## config.mk

```make
export PLATFORM = sky130hd
export DESIGN_NAME = eeprom_page_write_splitter
export DESIGN_NICKNAME = d
export VERILOG_FILES = /design/src/hdl/epws_pkg.sv /design/src/hdl/eeprom_page_write_splitter.sv /design/src/hdl/epws_in_stage.sv /design/src/hdl/epws_chunk.sv /design/src/hdl/epws_out_stage.sv
export SDC_FILE = /design/constraint.sdc
export NUM_CORES = 1
export LEC_CHECK = 0
export ABC_AREA = 1
export CAP_MARGIN = 20
export CORE_UTILIZATION = 40
export DETAILED_ROUTE_END_ITERATION = 6
export DONT_BUFFER_PORTS = 1
export PLACE_DENSITY_LB_ADDON = 0.15
export SLEW_MARGIN = 20
export SYNTH_ARGS = -nofsm -noshare
export SYNTH_HDL_FRONTEND = slang
export SYNTH_HIERARCHICAL = 1
export SYNTH_SLANG_ARGS = --single-unit
```

## constraint.sdc

```tcl
create_clock -name clk -period 12.6 [get_ports clk]
set_clock_uncertainty 0.2 [all_clocks]
set_input_delay 2.52 -clock clk [delete_from_list [all_inputs] [get_ports clk]]
set_output_delay 2.52 -clock clk [all_outputs]
set_load 0.1 [all_outputs]
```

## src/hdl/epws_pkg.sv

```systemverilog
package epws_pkg;

  // Page size in bytes; page boundaries are found by masking, so keep it a power of two.
  localparam int PAGE_BYTES = 16;
  localparam int PAGE_BITS  = $clog2(PAGE_BYTES);

  localparam int ADDR_W   = 16;
  localparam int COUNT_W  = 16;
  localparam int LEN_W    = 8;
  localparam int BASE_W   = 7;
  localparam int STATUS_W = 2;

  localparam logic [BASE_W-1:0] DEVICE_BASE_RESET = 7'd80;

  localparam logic FUNC_NEW  = 1'b0;
  localparam logic FUNC_CONT = 1'b1;

  localparam logic [STATUS_W-1:0] ST_PEND = 2'd0;
  localparam logic [STATUS_W-1:0] ST_BUSY = 2'd1;
  localparam logic [STATUS_W-1:0] ST_DONE = 2'd2;

  typedef struct packed {
    logic               func;
    logic [ADDR_W-1:0]  start_addr;
    logic [ADDR_W-1:0]  source_addr;
    logic [COUNT_W-1:0] byte_count;
  } in_item_t;

  typedef struct packed {
    logic [STATUS_W-1:0] status;
    logic [7:0]          select_byte;
    logic [7:0]          addr_low;
    logic [LEN_W-1:0]    chunk_len;
    logic [ADDR_W-1:0]   data_addr;
  } out_item_t;

endpackage

```

## src/hdl/eeprom_page_write_splitter.sv

```systemverilog
// Splits EEPROM write requests into chunk descriptors that never cross a page.
// Input channel (in_valid/in_stall/in_data): func 0 is a new request with
// start address, source address and byte count; func 1 asks for the next chunk.
// Output channel (out_valid/out_stall/out_data): one descriptor per input
// transaction with status pending, busy (new request while one is outstanding)
// or complete (continuation with nothing left).
// Configuration: cfg_wr_en writes cfg_wr_data into the device base register;
// write it only while no transaction is in flight.
// Path: a transaction taken on the input goes into the input register, then its
// result into the result register. Throughput: one transaction per cycle
// while out_stall is low; the combinational chunk computation between the two
// registers sets this rate.
// Reset (rst, synchronous): both channels go empty, nothing is outstanding and
// the device base returns to 80.
// When out_stall is high the result holds; one more input transaction is
// taken into the input register, after which in_stall rises until the
// result register drains.
module eeprom_page_write_splitter (
  input  logic                        clk,
  input  logic                        rst,
  input  logic                        cfg_wr_en,
  input  logic [epws_pkg::BASE_W-1:0] cfg_wr_data,
  input  logic                        in_valid,
  output logic                        in_stall,
  input  epws_pkg::in_item_t          in_data,
  output logic                        out_valid,
  input  logic                        out_stall,
  output epws_pkg::out_item_t         out_data
);

  logic                advance;
  logic                item_valid;
  epws_pkg::in_item_t  item;
  epws_pkg::out_item_t result;

  epws_in_stage u_in_stage (
    .clk        (clk),
    .rst        (rst),
    .in_valid   (in_valid),
    .in_stall   (in_stall),
    .in_data    (in_data),
    .advance    (advance),
    .item_valid (item_valid),
    .item       (item)
  );

  epws_chunk u_chunk (
    .clk         (clk),
    .rst         (rst),
    .cfg_wr_en   (cfg_wr_en),
    .cfg_wr_data (cfg_wr_data),
    .fire        (item_valid && advance),
    .item        (item),
    .result      (result)
  );

  epws_out_stage u_out_stage (
    .clk        (clk),
    .rst        (rst),
    .item_valid (item_valid),
    .result     (result),
    .advance    (advance),
    .out_valid  (out_valid),
    .out_stall  (out_stall),
    .out_data   (out_data)
  );

`ifndef SYNTHESIS
  // A pending chunk stays inside one page.
  assert property (@(posedge clk) disable iff (rst)
    out_valid && out_data.status == epws_pkg::ST_PEND |->
      (9'(out_data.addr_low[epws_pkg::PAGE_BITS-1:0]) + 9'(out_data.chunk_len))
        <= 9'(epws_pkg::PAGE_BYTES))
    else $error("chunk crosses a page boundary");

  // Busy and complete answers carry no chunk.
  assert property (@(posedge clk) disable iff (rst)
    out_valid && out_data.status != epws_pkg::ST_PEND |->
      out_data.chunk_len == '0 && out_data.select_byte == '0 &&
      out_data.addr_low == '0 && out_data.data_addr == '0)
    else $error("non-pending result carries chunk fields");

  // The input register never drops an item while the output side is stalled.
  assert property (@(posedge clk) disable iff (rst)
    item_valid && !advance |=> item_valid && $stable(item))
    else $error("held item lost under stall");
`endif

endmodule

```

## src/hdl/epws_in_stage.sv

```systemverilog
module epws_in_stage (
  input  logic              clk,
  input  logic              rst,
  input  logic              in_valid,
  output logic              in_stall,
  input  epws_pkg::in_item_t in_data,
  input  logic              advance,
  output logic              item_valid,
  output epws_pkg::in_item_t item
);

  // Hold the registered item while the result stage cannot take it.
  assign in_stall = item_valid && !advance;

  always_ff @(posedge clk) begin
    if (rst) begin
      item_valid <= 1'b0;
    end else if (!in_stall) begin
      item_valid <= in_valid;
    end
  end

  always_ff @(posedge clk) begin
    if (!in_stall && in_valid) begin
      item <= in_data;
    end
  end

endmodule

```

## src/hdl/epws_chunk.sv

```systemverilog
module epws_chunk (
  input  logic                              clk,
  input  logic                              rst,
  input  logic                              cfg_wr_en,
  input  logic [epws_pkg::BASE_W-1:0]       cfg_wr_data,
  input  logic                              fire,
  input  epws_pkg::in_item_t                item,
  output epws_pkg::out_item_t               result
);

  logic [epws_pkg::BASE_W-1:0]  device_base;
  logic [epws_pkg::COUNT_W-1:0] remaining_count;
  logic [epws_pkg::ADDR_W-1:0]  next_eeprom_addr;
  logic [epws_pkg::ADDR_W-1:0]  next_data_addr;

  logic [epws_pkg::COUNT_W-1:0] remaining_count_next;
  logic [epws_pkg::ADDR_W-1:0]  next_eeprom_addr_next;
  logic [epws_pkg::ADDR_W-1:0]  next_data_addr_next;

  logic                         idle;
  logic                         issue;
  logic [epws_pkg::COUNT_W-1:0] cur_count;
  logic [epws_pkg::ADDR_W-1:0]  cur_eeprom;
  logic [epws_pkg::ADDR_W-1:0]  cur_data;
  logic [epws_pkg::LEN_W-1:0]   to_page_end;
  logic [epws_pkg::LEN_W-1:0]   len;

  always_comb begin
    idle       = (remaining_count == '0);
    // A new request starts from its own fields; a continuation from the saved pointers.
    cur_count  = idle ? item.byte_count  : remaining_count;
    cur_eeprom = idle ? item.start_addr  : next_eeprom_addr;
    cur_data   = idle ? item.source_addr : next_data_addr;

    // Bytes up to the end of the page; a whole page when the address is aligned.
    to_page_end = epws_pkg::LEN_W'(epws_pkg::PAGE_BYTES)
                - epws_pkg::LEN_W'(cur_eeprom[epws_pkg::PAGE_BITS-1:0]);
    len = (epws_pkg::COUNT_W'(to_page_end) > cur_count)
        ? cur_count[epws_pkg::LEN_W-1:0] : to_page_end;

    issue = (idle && item.func == epws_pkg::FUNC_NEW)
         || (!idle && item.func == epws_pkg::FUNC_CONT);

    result = '0;
    if (issue) begin
      result.status      = epws_pkg::ST_PEND;
      result.select_byte = {device_base | cur_eeprom[14:8], 1'b0};
      result.addr_low    = cur_eeprom[7:0];
      result.chunk_len   = len;
      result.data_addr   = cur_data;
    end else if (idle) begin
      result.status = epws_pkg::ST_DONE;
    end else begin
      result.status = epws_pkg::ST_BUSY;
    end

    remaining_count_next  = cur_count  - epws_pkg::COUNT_W'(len);
    next_eeprom_addr_next = cur_eeprom + epws_pkg::ADDR_W'(len);
    next_data_addr_next   = cur_data   + epws_pkg::ADDR_W'(len);
  end

  always_ff @(posedge clk) begin
    if (rst) begin
      device_base      <= epws_pkg::DEVICE_BASE_RESET;
      remaining_count  <= '0;
      next_eeprom_addr <= '0;
      next_data_addr   <= '0;
    end else begin
      if (cfg_wr_en) begin
        device_base <= cfg_wr_data;
      end
      if (fire && issue) begin
        remaining_count  <= remaining_count_next;
        next_eeprom_addr <= next_eeprom_addr_next;
        next_data_addr   <= next_data_addr_next;
      end
    end
  end

endmodule

```

## src/hdl/epws_out_stage.sv

```systemverilog
module epws_out_stage (
  input  logic                clk,
  input  logic                rst,
  input  logic                item_valid,
  input  epws_pkg::out_item_t result,
  output logic                advance,
  output logic                out_valid,
  input  logic                out_stall,
  output epws_pkg::out_item_t out_data
);

  // Load a new result when the register is empty or its transaction completes now.
  assign advance = !out_valid || !out_stall;

  always_ff @(posedge clk) begin
    if (rst) begin
      out_valid <= 1'b0;
    end else if (advance) begin
      out_valid <= item_valid;
    end
  end

  always_ff @(posedge clk) begin
    if (advance && item_valid) begin
      out_data <= result;
    end
  end

endmodule
```

# After elaboration in Yosys (flattened, before gate mapping)
# Cells that the tools add are included.
dict set report word_totals {
  regBits 148
  output_inout_bits 44
}
dict set report op_classes {
  n_addsub 4
  n_lt_le_gt_ge 1
  n_mux 5
  bitwise 2
  reduce_logical 14
}
# cell count
set op_table {}
lappend op_table {{2-to-1 mux 16 bit} 3}
lappend op_table {{adder 16 x 8 -> 16 bit} 2}
lappend op_table {{greater-than comparator 8 x 16 -> 1 bit} 1}
lappend op_table {{zero test 16 bit} 1}
lappend op_table {{subtractor 16 x 8 -> 16 bit} 1}
lappend op_table {{2-to-1 mux 8 bit} 1}
lappend op_table {{OR 7 bit} 1}
lappend op_table {{logical AND 1 bit} 6}
lappend op_table {{subtractor 5 x 4 -> 6 bit (first input constant)} 1}
lappend op_table {{zero test 1 bit} 5}
lappend op_table {{logical OR 1 bit} 2}
lappend op_table {{2-to-1 mux 2 bit} 1}
lappend op_table {{inverter 1 bit} 1}

# Depth between registers and ports, before layout
# Gate-level depths: netlist (run 1).
dict set report depth {
  ltp_word 6
  depth_mapped 37
  mapped_depth_nobuf 35
}

# Cells and area by module
# Netlist (run 1), hierarchy kept.
# mod n_inst cells_each area_each_um2
set by_module_without_submodules {}
lappend by_module_without_submodules {epws_chunk 1 806 4724.5}
lappend by_module_without_submodules {epws_in_stage 1 56 1517.7}
lappend by_module_without_submodules {epws_out_stage 1 47 1305.0}
lappend by_module_without_submodules {eeprom_page_write_splitter 1 2 7.5}

# Worst setup path after synthesis (run 1)
# No wires, ideal clock.
dict set report synth_timing {
  kind {input to output}
  start {in out_stall}
  end {out in_stall}
  t_arrival_ns 3.080
  slack_ns 6.800
  cell_stages 4
  n_path_buf 0
  path_cell_list {nand2_2 -> inv_1 -> nand2_2 -> inv_2}
}
dict set report synth_via {
  elab_chain_cells 4
}
# item line_no
set synth_lines {}
lappend synth_lines {{start, declared} eeprom_page_write_splitter.sv:27} ;# input logic out_stall,
lappend synth_lines {{zero test 1 bit} epws_out_stage.sv:13} ;# assign advance = !out_valid || !out_stall;
lappend synth_lines {{logical OR 1 bit} epws_out_stage.sv:13}
lappend synth_lines {{zero test 1 bit} epws_in_stage.sv:13} ;# assign in_stall = item_valid && !advance;
lappend synth_lines {{logical AND 1 bit} epws_in_stage.sv:13}
lappend synth_lines {{end, declared} eeprom_page_write_splitter.sv:24} ;# output logic in_stall,
# Every way passes these cells.

# Worst setup path in the final report (run 1)
dict set report layout_timing {
  start {reg u_chunk/remaining_count[8] in the netlist's numbering}
  end {reg u_chunk/next_data_addr[8] in the netlist's numbering}
}
dict set report layout_via {
  elab_chain_cells 6
  word_cells_on_any_way 13
  classes_between {add/sub (2); order compare (1); mux (4); reduce/logical (6)}
}
# item line_no
set layout_lines {}
lappend layout_lines {{start, declared} epws_chunk.sv:12} ;# logic [epws_pkg::COUNT_W-1:0] remaining_count;
lappend layout_lines {{start signal, assigned} epws_chunk.sv:73} ;# remaining_count <= remaining_count_next;
lappend layout_lines {{zero test 16 bit} epws_chunk.sv:29} ;# idle = (remaining_count == '0);
lappend layout_lines {{2-to-1 mux 16 bit} epws_chunk.sv:32} ;# cur_eeprom = idle ? item.start_addr : next_eeprom_addr;
lappend layout_lines {{subtractor 5 x 4 -> 6 bit} epws_chunk.sv:37} ;# - epws_pkg::LEN_W'(cur_eeprom[epws_pkg::PAGE_BITS-1:0]);
lappend layout_lines {{greater-than comparator 8 x 16 -> 1 bit} epws_chunk.sv:38} ;# len = (epws_pkg::COUNT_W'(to_page_end) > cur_count)
lappend layout_lines {{2-to-1 mux 8 bit} epws_chunk.sv:39} ;# ? cur_count[epws_pkg::LEN_W-1:0] : to_page_end;
lappend layout_lines {{adder 16 x 8 -> 16 bit} epws_chunk.sv:59} ;# next_data_addr_next = cur_data + epws_pkg::ADDR_W'(len);
lappend layout_lines {{end signal, assigned} epws_chunk.sv:75} ;# next_data_addr <= next_data_addr_next;
lappend layout_lines {{end, declared} epws_chunk.sv:14} ;# logic [epws_pkg::ADDR_W-1:0] next_data_addr;
# Several ways; a longest one is shown, not always the timed one.
# A chain may end at the register's enable or synchronous reset.

==> results of run 1 <==
## cell type report
cell class	count	area [um2]	share of cell area
repair buffers	5	57.6	0.00690
flip-flops and latches	146	3820	0.459
multi-input cells	593	3040	0.365
inverters	147	552	0.0662
well taps	229	287	0.0344
clock buffers	22	464	0.0557
clock inverters	10	109	0.0131
diodes	1	2.50	0.000300
## per-layer routing
layer / up-vias / global-route usage / wire length [um]
met3: 11 / 0.0449 / 673
li1: 2933 / - / -
met2: 129 / 0.301 / 7780
met5: - / 0 / 0
met4: 0 / 0.0573 / 189
met1: 2568 / 0.251 / 8400
## worst max-delay path, delay by kind of cell, from the launching register on
family	cells	cell delay, ns
compound gates	7	1.87
xor+xnor	1	0.19
fa+ha+maj	4	1.17
buf+inv	3	0.20
flops	1	0.33
simple gates	13	2.18
## sequential cells by signal, indices dropped and copies added (netlist names)
name and cells:
u_chunk/next_data_addr 16, u_in_stage/item_valid 1, u_out_stage/out_valid 1, u_out_stage/out_data 42, u_chunk/next_eeprom_addr 15, u_chunk/device_base 7
u_chunk/remaining_count 16, u_in_stage/item 48
## cell usage in the layout (no fill, tap or decap), types with 2 or more instances in the layout
cell	instances
edfxtp_1	90
xnor2_1	5
nor2_1	117
conb_1	8
clkinvlp_4	4
buf_4	4
clkbuf_16	17
inv_2	2
o21ai_0	63
nand2_1	174
ha_1	27
inv_1	145
nand3_1	84
o21ai_2	4
nor2_4	3
nand2_2	9
a21oi_1	43
nand4_1	9
clkbuf_1	3
xor2_1	16
o21ai_1	4
dfxtp_1	56
clkbuf_8	2
nor2_2	5
fa_1	3
bufinv_16	2
or2_2	5
clkinv_2	3
a31oi_1	3
## metrics by stage
| stage | hold WS, ns | setup slack (ns) | instance area, um2 |
|---|---|---|---|
| after CTS | 0.260 | 6.30 | 8310 |
| after global routing | 0.307 | 5.56 | 8340 |
| after floorplan | 0.224 | 6.80 | 7550 |
| final | 0.261 | 6.32 | 8340 |
| after detailed placement | 0.245 | 6.33 | 7740 |
| after global placement | 0.237 | 6.30 | 7740 |
## worst max path at each step
stage	depth (start not counted)	to	from	slack, ns
floorplan	4	in_stall	out_stall	6.80
global placement	34	u_chunk/remaining_count[12]$_SDFFE_PP0P_	u_chunk/remaining_count[2]$_SDFFE_PP0P_	6.30
detailed placement	34	u_chunk/remaining_count[12]$_SDFFE_PP0P_	u_chunk/remaining_count[2]$_SDFFE_PP0P_	6.33
CTS	34	u_chunk/remaining_count[12]$_SDFFE_PP0P_	u_chunk/remaining_count[2]$_SDFFE_PP0P_	6.30
global route	34	u_chunk/remaining_count[12]$_SDFFE_PP0P_	u_chunk/remaining_count[12]$_SDFFE_PP0P_	5.56
finish	28	u_chunk/next_data_addr[8]$_SDFFE_PP0P_	u_chunk/remaining_count[8]$_SDFFE_PP0P_	6.32
==> key figures, run 1 <==
Setup path
  • R2r startpoint: u_chunk/remaining_count[8]$_SDFFE_PP0P_
  • CP max-delay cell: o21ai_0
  • Reg2Reg Setup Slack: 6.32 ns
  • Worst setup SP type: flop
  • Critical path type: flop to flop
  • Worst Path Required: approximately 13 ns
  • Largest stage delay, worst path: 0.57 ns
  • Arrival time at the worst endpoint: 6.39 ns
  • Critical Path End Type: flop
  • Crit-path max FO: 20
  • Reg2Reg Depth: 28
  • Worst r2r dst: u_chunk/next_data_addr[8]$_SDFFE_PP0P_

Floorplan
  • Die Y: 139 um
  • Core area: 0.0182 mm2
  • Die ar.: 0.0194 mm2
  • FP Rows: 49
  • Die width: 139 um
  • Starting Density: 0.413
  • I/O Pins: 105

Worst hold path
  • Worst Hold Launch: u_chunk/device_base[4]$_SDFFE_PP1P_
  • Hold Path Depth: 2
  • Worst Hold Endpoint: u_chunk/device_base[4]$_SDFFE_PP1P_
  • Hold Crit Class: flop to flop

Route
  • DRT Pass-1 Iters: 7
  • Routed WL per cell: about 15 um
  • Final ANT Viol Nets: 0
  • Via Count: 5641
  • DR iter-0 viols: between 300 and 400
  • DRC viols: 16
  • DRT Wirelength: between 15000 and 20000 um
  • Vias per inst: 4.89

GRT
  • Global route total overflow: 0
  • Initial antenna violation count: 1
  • Vias in the first global route: 5547
  • Pin count of the biggest net entering global routing: 54
  • First-pass GRT wire length: 28100 um
  • GRT Total Usage: 0.188

Clocking
  • Setup Buffers After CTS: 0
  • H-tree levels: 4
  • CTS Sinks: approximately 150
  • TritonCTS clock tree: done
  • Hold buffers post-CTS: 0
  • Root Driver: clkbuf_16
  • CTS resizes: 0
  • Clock Latency Late Sink: 0.42 ns
  • Longest Clk Path Bufs: 2
  • Num CTS Buffers: 17
  • Clock slew seen by the registers of the worst setup and hold paths: around 0.06 ns

Layout
  • Finished Layout Cells: 1153
  • Util after Layout: 0.458
  • Fill cells: 1785
  • Area growth, synth to finish: 10.8%
  • Layout cells sized above 1: 0.0704
  • Fin nets: 1001

Timing
  • Setup violators final: 0
  • RSZ-0062 raised after global routing: no
  • Least-Margin Pin Slew: 1.06 ns
  • Post-Route Setup TNS: 0 ns
  • Final worst path period share: 0.498
  • Final Max Tran Viols: 0
  • Rel. slew slack: 0.296
  • Final hold violations: 0
  • FMAX: 159 MHz
  • Tmin final: 6.28 ns

Place
  • Detail Placement HPWL: between 10000 and 15000 um
  • Placed Cells: 1119
  • Port-buffer cells: 0
  • Gpl congestion: 0.883

Synth
  • Post-Syn Area: between 0.007 and 0.008 mm2
  • Synth warn: 6
  • Mean Syn Cell Area: just over 8 um2
  • Post-Synthesis Cells: 910

Run status
  • Failing checks: DRC
  • Status: complete, but fails checks

Flow run
  • Max-cap viol count: 0
Power of run 1 is not shown: default switching activity piles up to over one toggle a cycle in this logic, so the estimate is an artifact.
==> run 2: changes to the inputs <==
==> constraint.sdc (replaced) <==
create_clock -name clk -period 6.45 [get_ports clk]
set_clock_uncertainty 0.2 [all_clocks]
set_input_delay 1.29 -clock clk [delete_from_list [all_inputs] [get_ports clk]]
set_output_delay 1.29 -clock clk [all_outputs]
set_load 0.1 [all_outputs]
==> key figures, run 2 (synthesized netlist as in run 1, its figures left out) <==
Layout
  • # diodes: 0
  • Most common cell after layout, fill and taps aside: nand2_1
  • Max reg flops: 48
  • Fin nets: slightly above 1000
  • Commonest cells after routing, fill and taps aside: 174 x nand2_1, 144 x inv_1, 117 x nor2_1
  • Biggest register: u_in_stage/item
  • Layout cells sized above 1: 0.0754
  • Area growth, synth to finish: 11.3%
  • Largest registers: u_in_stage/item x48, u_out_stage/out_data x42

Timing
  • Final Max Tran Viols: 0
  • Least-Margin Pin Slew: ~1.1 ns
  • Rel. slew slack: 0.277
  • FMAX: roughly 180 MHz
  • Setup slack after layout: 0.756 ns
  • Final hold violations: 0
  • Post-Route Setup TNS: 0 ns
  • RSZ-0062 raised after global routing: no
  • Setup violators final: 0
  • Worst hold slack: 0.249 ns
  • Tmin final: 5.69 ns
  • Final worst path period share: 0.883

Setup path
  • Crit-path max FO: 16
  • Worst Path Required: 6.63 ns
  • Cell repeated most along the worst path: nand2_1
  • Reg2Reg Setup Slack: roughly 0.76 ns
  • R2r startpoint: u_chunk/remaining_count[2]$_SDFFE_PP0P_
  • Largest stage delay, worst path: 0.42 ns
  • Critical path type: flop to flop
  • Worst setup SP type: flop
  • CP max-delay cell: nor2_1
  • Reg2Reg Depth: 34
  • Critical Path End Type: flop
  • Worst r2r dst: u_chunk/remaining_count[12]$_SDFFE_PP0P_
  • Arrival time at the worst endpoint: 5.87 ns

GRT
  • Pin count of the biggest net entering global routing: 49
  • Global route total overflow: 0
  • Vias in the first global route: 5420
  • Initial antenna violation count: 0
  • GRT Total Usage: 0.185
  • First-pass GRT wire length: 27500 um

Clocking
  • Setup Buffers After CTS: 0
  • H-tree levels: 4
  • Clock Latency Late Sink: 0.43 ns
  • Num CTS Buffers: 17
  • CTS resizes: 0
  • Root Driver: clkbuf_16
  • CTS Sinks: 146
  • TritonCTS clock tree: done
  • Longest Clk Path Bufs: 2
  • Clock slew seen by the registers of the worst setup and hold paths: 0.06 ns
  • Hold buffers post-CTS: 0

Route
  • DR iter-0 viols: 296
  • Vias per inst: 4.91
  • Via Count: 5684
  • DRT Pass-1 Iters: 7
  • Final ANT Viol Nets: 0
  • DRC viols: 8
  • DRT Wirelength: ~17000 um
  • Routed WL per cell: ~15 um

Run status
  • Status: complete, but fails checks
  • Failing checks: DRC

Worst hold path
  • Hold Path Depth: 2
  • Worst Hold Launch: u_chunk/device_base[4]$_SDFFE_PP1P_
  • Worst Hold Endpoint: u_chunk/device_base[4]$_SDFFE_PP1P_
  • Hold Crit Class: flop to flop

Floorplan
  • Die Y: about 140 um
  • Die ar.: 0.0194 mm2
  • FP Rows: 49
  • Starting Density: 0.413
  • I/O Pins: 105
  • Die width: approximately 140 um
  • Core area: 0.0182 mm2

Place
  • Detail Placement HPWL: 12100 um
  • Worst slack at placement: roughly 0.81 ns
  • Port-buffer cells: 0
  • Gpl congestion: 0.895

Flow run
  • Max-cap viol count: 0
==> run 2: cell types whose count changed in the layout (fill, tap and decap cells not counted) <==
cell,previous run,this run
buf_16,1,0
buf_4,4,10
clkbuf_16,17,18
clkinv_1,1,2
clkinv_2,3,4
clkinv_4,0,1
clkinvlp_4,4,2
diode_2,1,0
inv_1,145,144
inv_2,2,1
==> run 2: per-stage QoR <==
| stage | util | cell area, um2 | std cells |
|---|---|---|---|
| 6_report | 0.460 | 8370 | 1157 |
| 5_1_grt | 0.460 | 8370 | 1157 |
| 4_1_cts | 0.460 | 8370 | 1157 |
| 3_5_place_dp | 0.427 | 7780 | 1125 |
| 3_3_place_gp | 0.427 | 7780 | 1125 |
| 2_1_floorplan | - | 7550 | 917 |
==> run 2: cell type report <==
| class | instances | area [um2] |
|---|---|---|
| clock buffers | 23 | 489 |
| fillers | 1790 | 9830 |
| clock inverters | 9 | 104 |
| multi-input cells | 593 | 3040 |
| well taps | 229 | 287 |
| flip-flops and latches | 146 | 3820 |
| inverters | 147 | 552 |
| repair buffers | 10 | 75.1 |
==> run 2: worst max-delay path, delay by kind of cell, from the launching register on <==
| kind | cells | cell delay, ns |
|---|---|---|
| AND/OR/NAND/NOR | 23 | 3.12 |
| buffers and inverters | 4 | 0.30 |
| adder cells (fa/ha/maj) | 4 | 1.10 |
| flip-flops | 1 | 0.33 |
| AO/OA/AOI/OAI | 3 | 0.61 |
==> run 2: how the worst max path moves through the flow <==
stage	startpoint	endpoint	slack [ns]	depth (start not counted)
after CTS	u_chunk/remaining_count[2]$_SDFFE_PP0P_	u_chunk/remaining_count[12]$_SDFFE_PP0P_	0.78	34
after detailed placement	u_chunk/remaining_count[2]$_SDFFE_PP0P_	u_chunk/remaining_count[12]$_SDFFE_PP0P_	0.81	36
after global routing	u_chunk/remaining_count[8]$_SDFFE_PP0P_	u_chunk/remaining_count[12]$_SDFFE_PP0P_	0.21	34
after floorplan	u_chunk/remaining_count[8]$_SDFFE_PP0P_	u_chunk/next_data_addr[8]$_SDFFE_PP0P_	1.50	31
after global placement	u_chunk/remaining_count[2]$_SDFFE_PP0P_	u_chunk/remaining_count[12]$_SDFFE_PP0P_	0.80	36
final	u_chunk/remaining_count[2]$_SDFFE_PP0P_	u_chunk/remaining_count[12]$_SDFFE_PP0P_	0.76	34
==> run 2: routing by layer <==
metal | vias to the layer above | track usage | share of wire
li1 | 2950 | - | -
met1 | 2569 | 0.244 | 0.49
met2 | 144 | 0.297 | 0.45
met3 | 21 | 0.0383 | 0.041
met4 | 0 | 0.0760 | 0.019
met5 | - | 0 | 0
Power of run 2 is left out for the same reason.
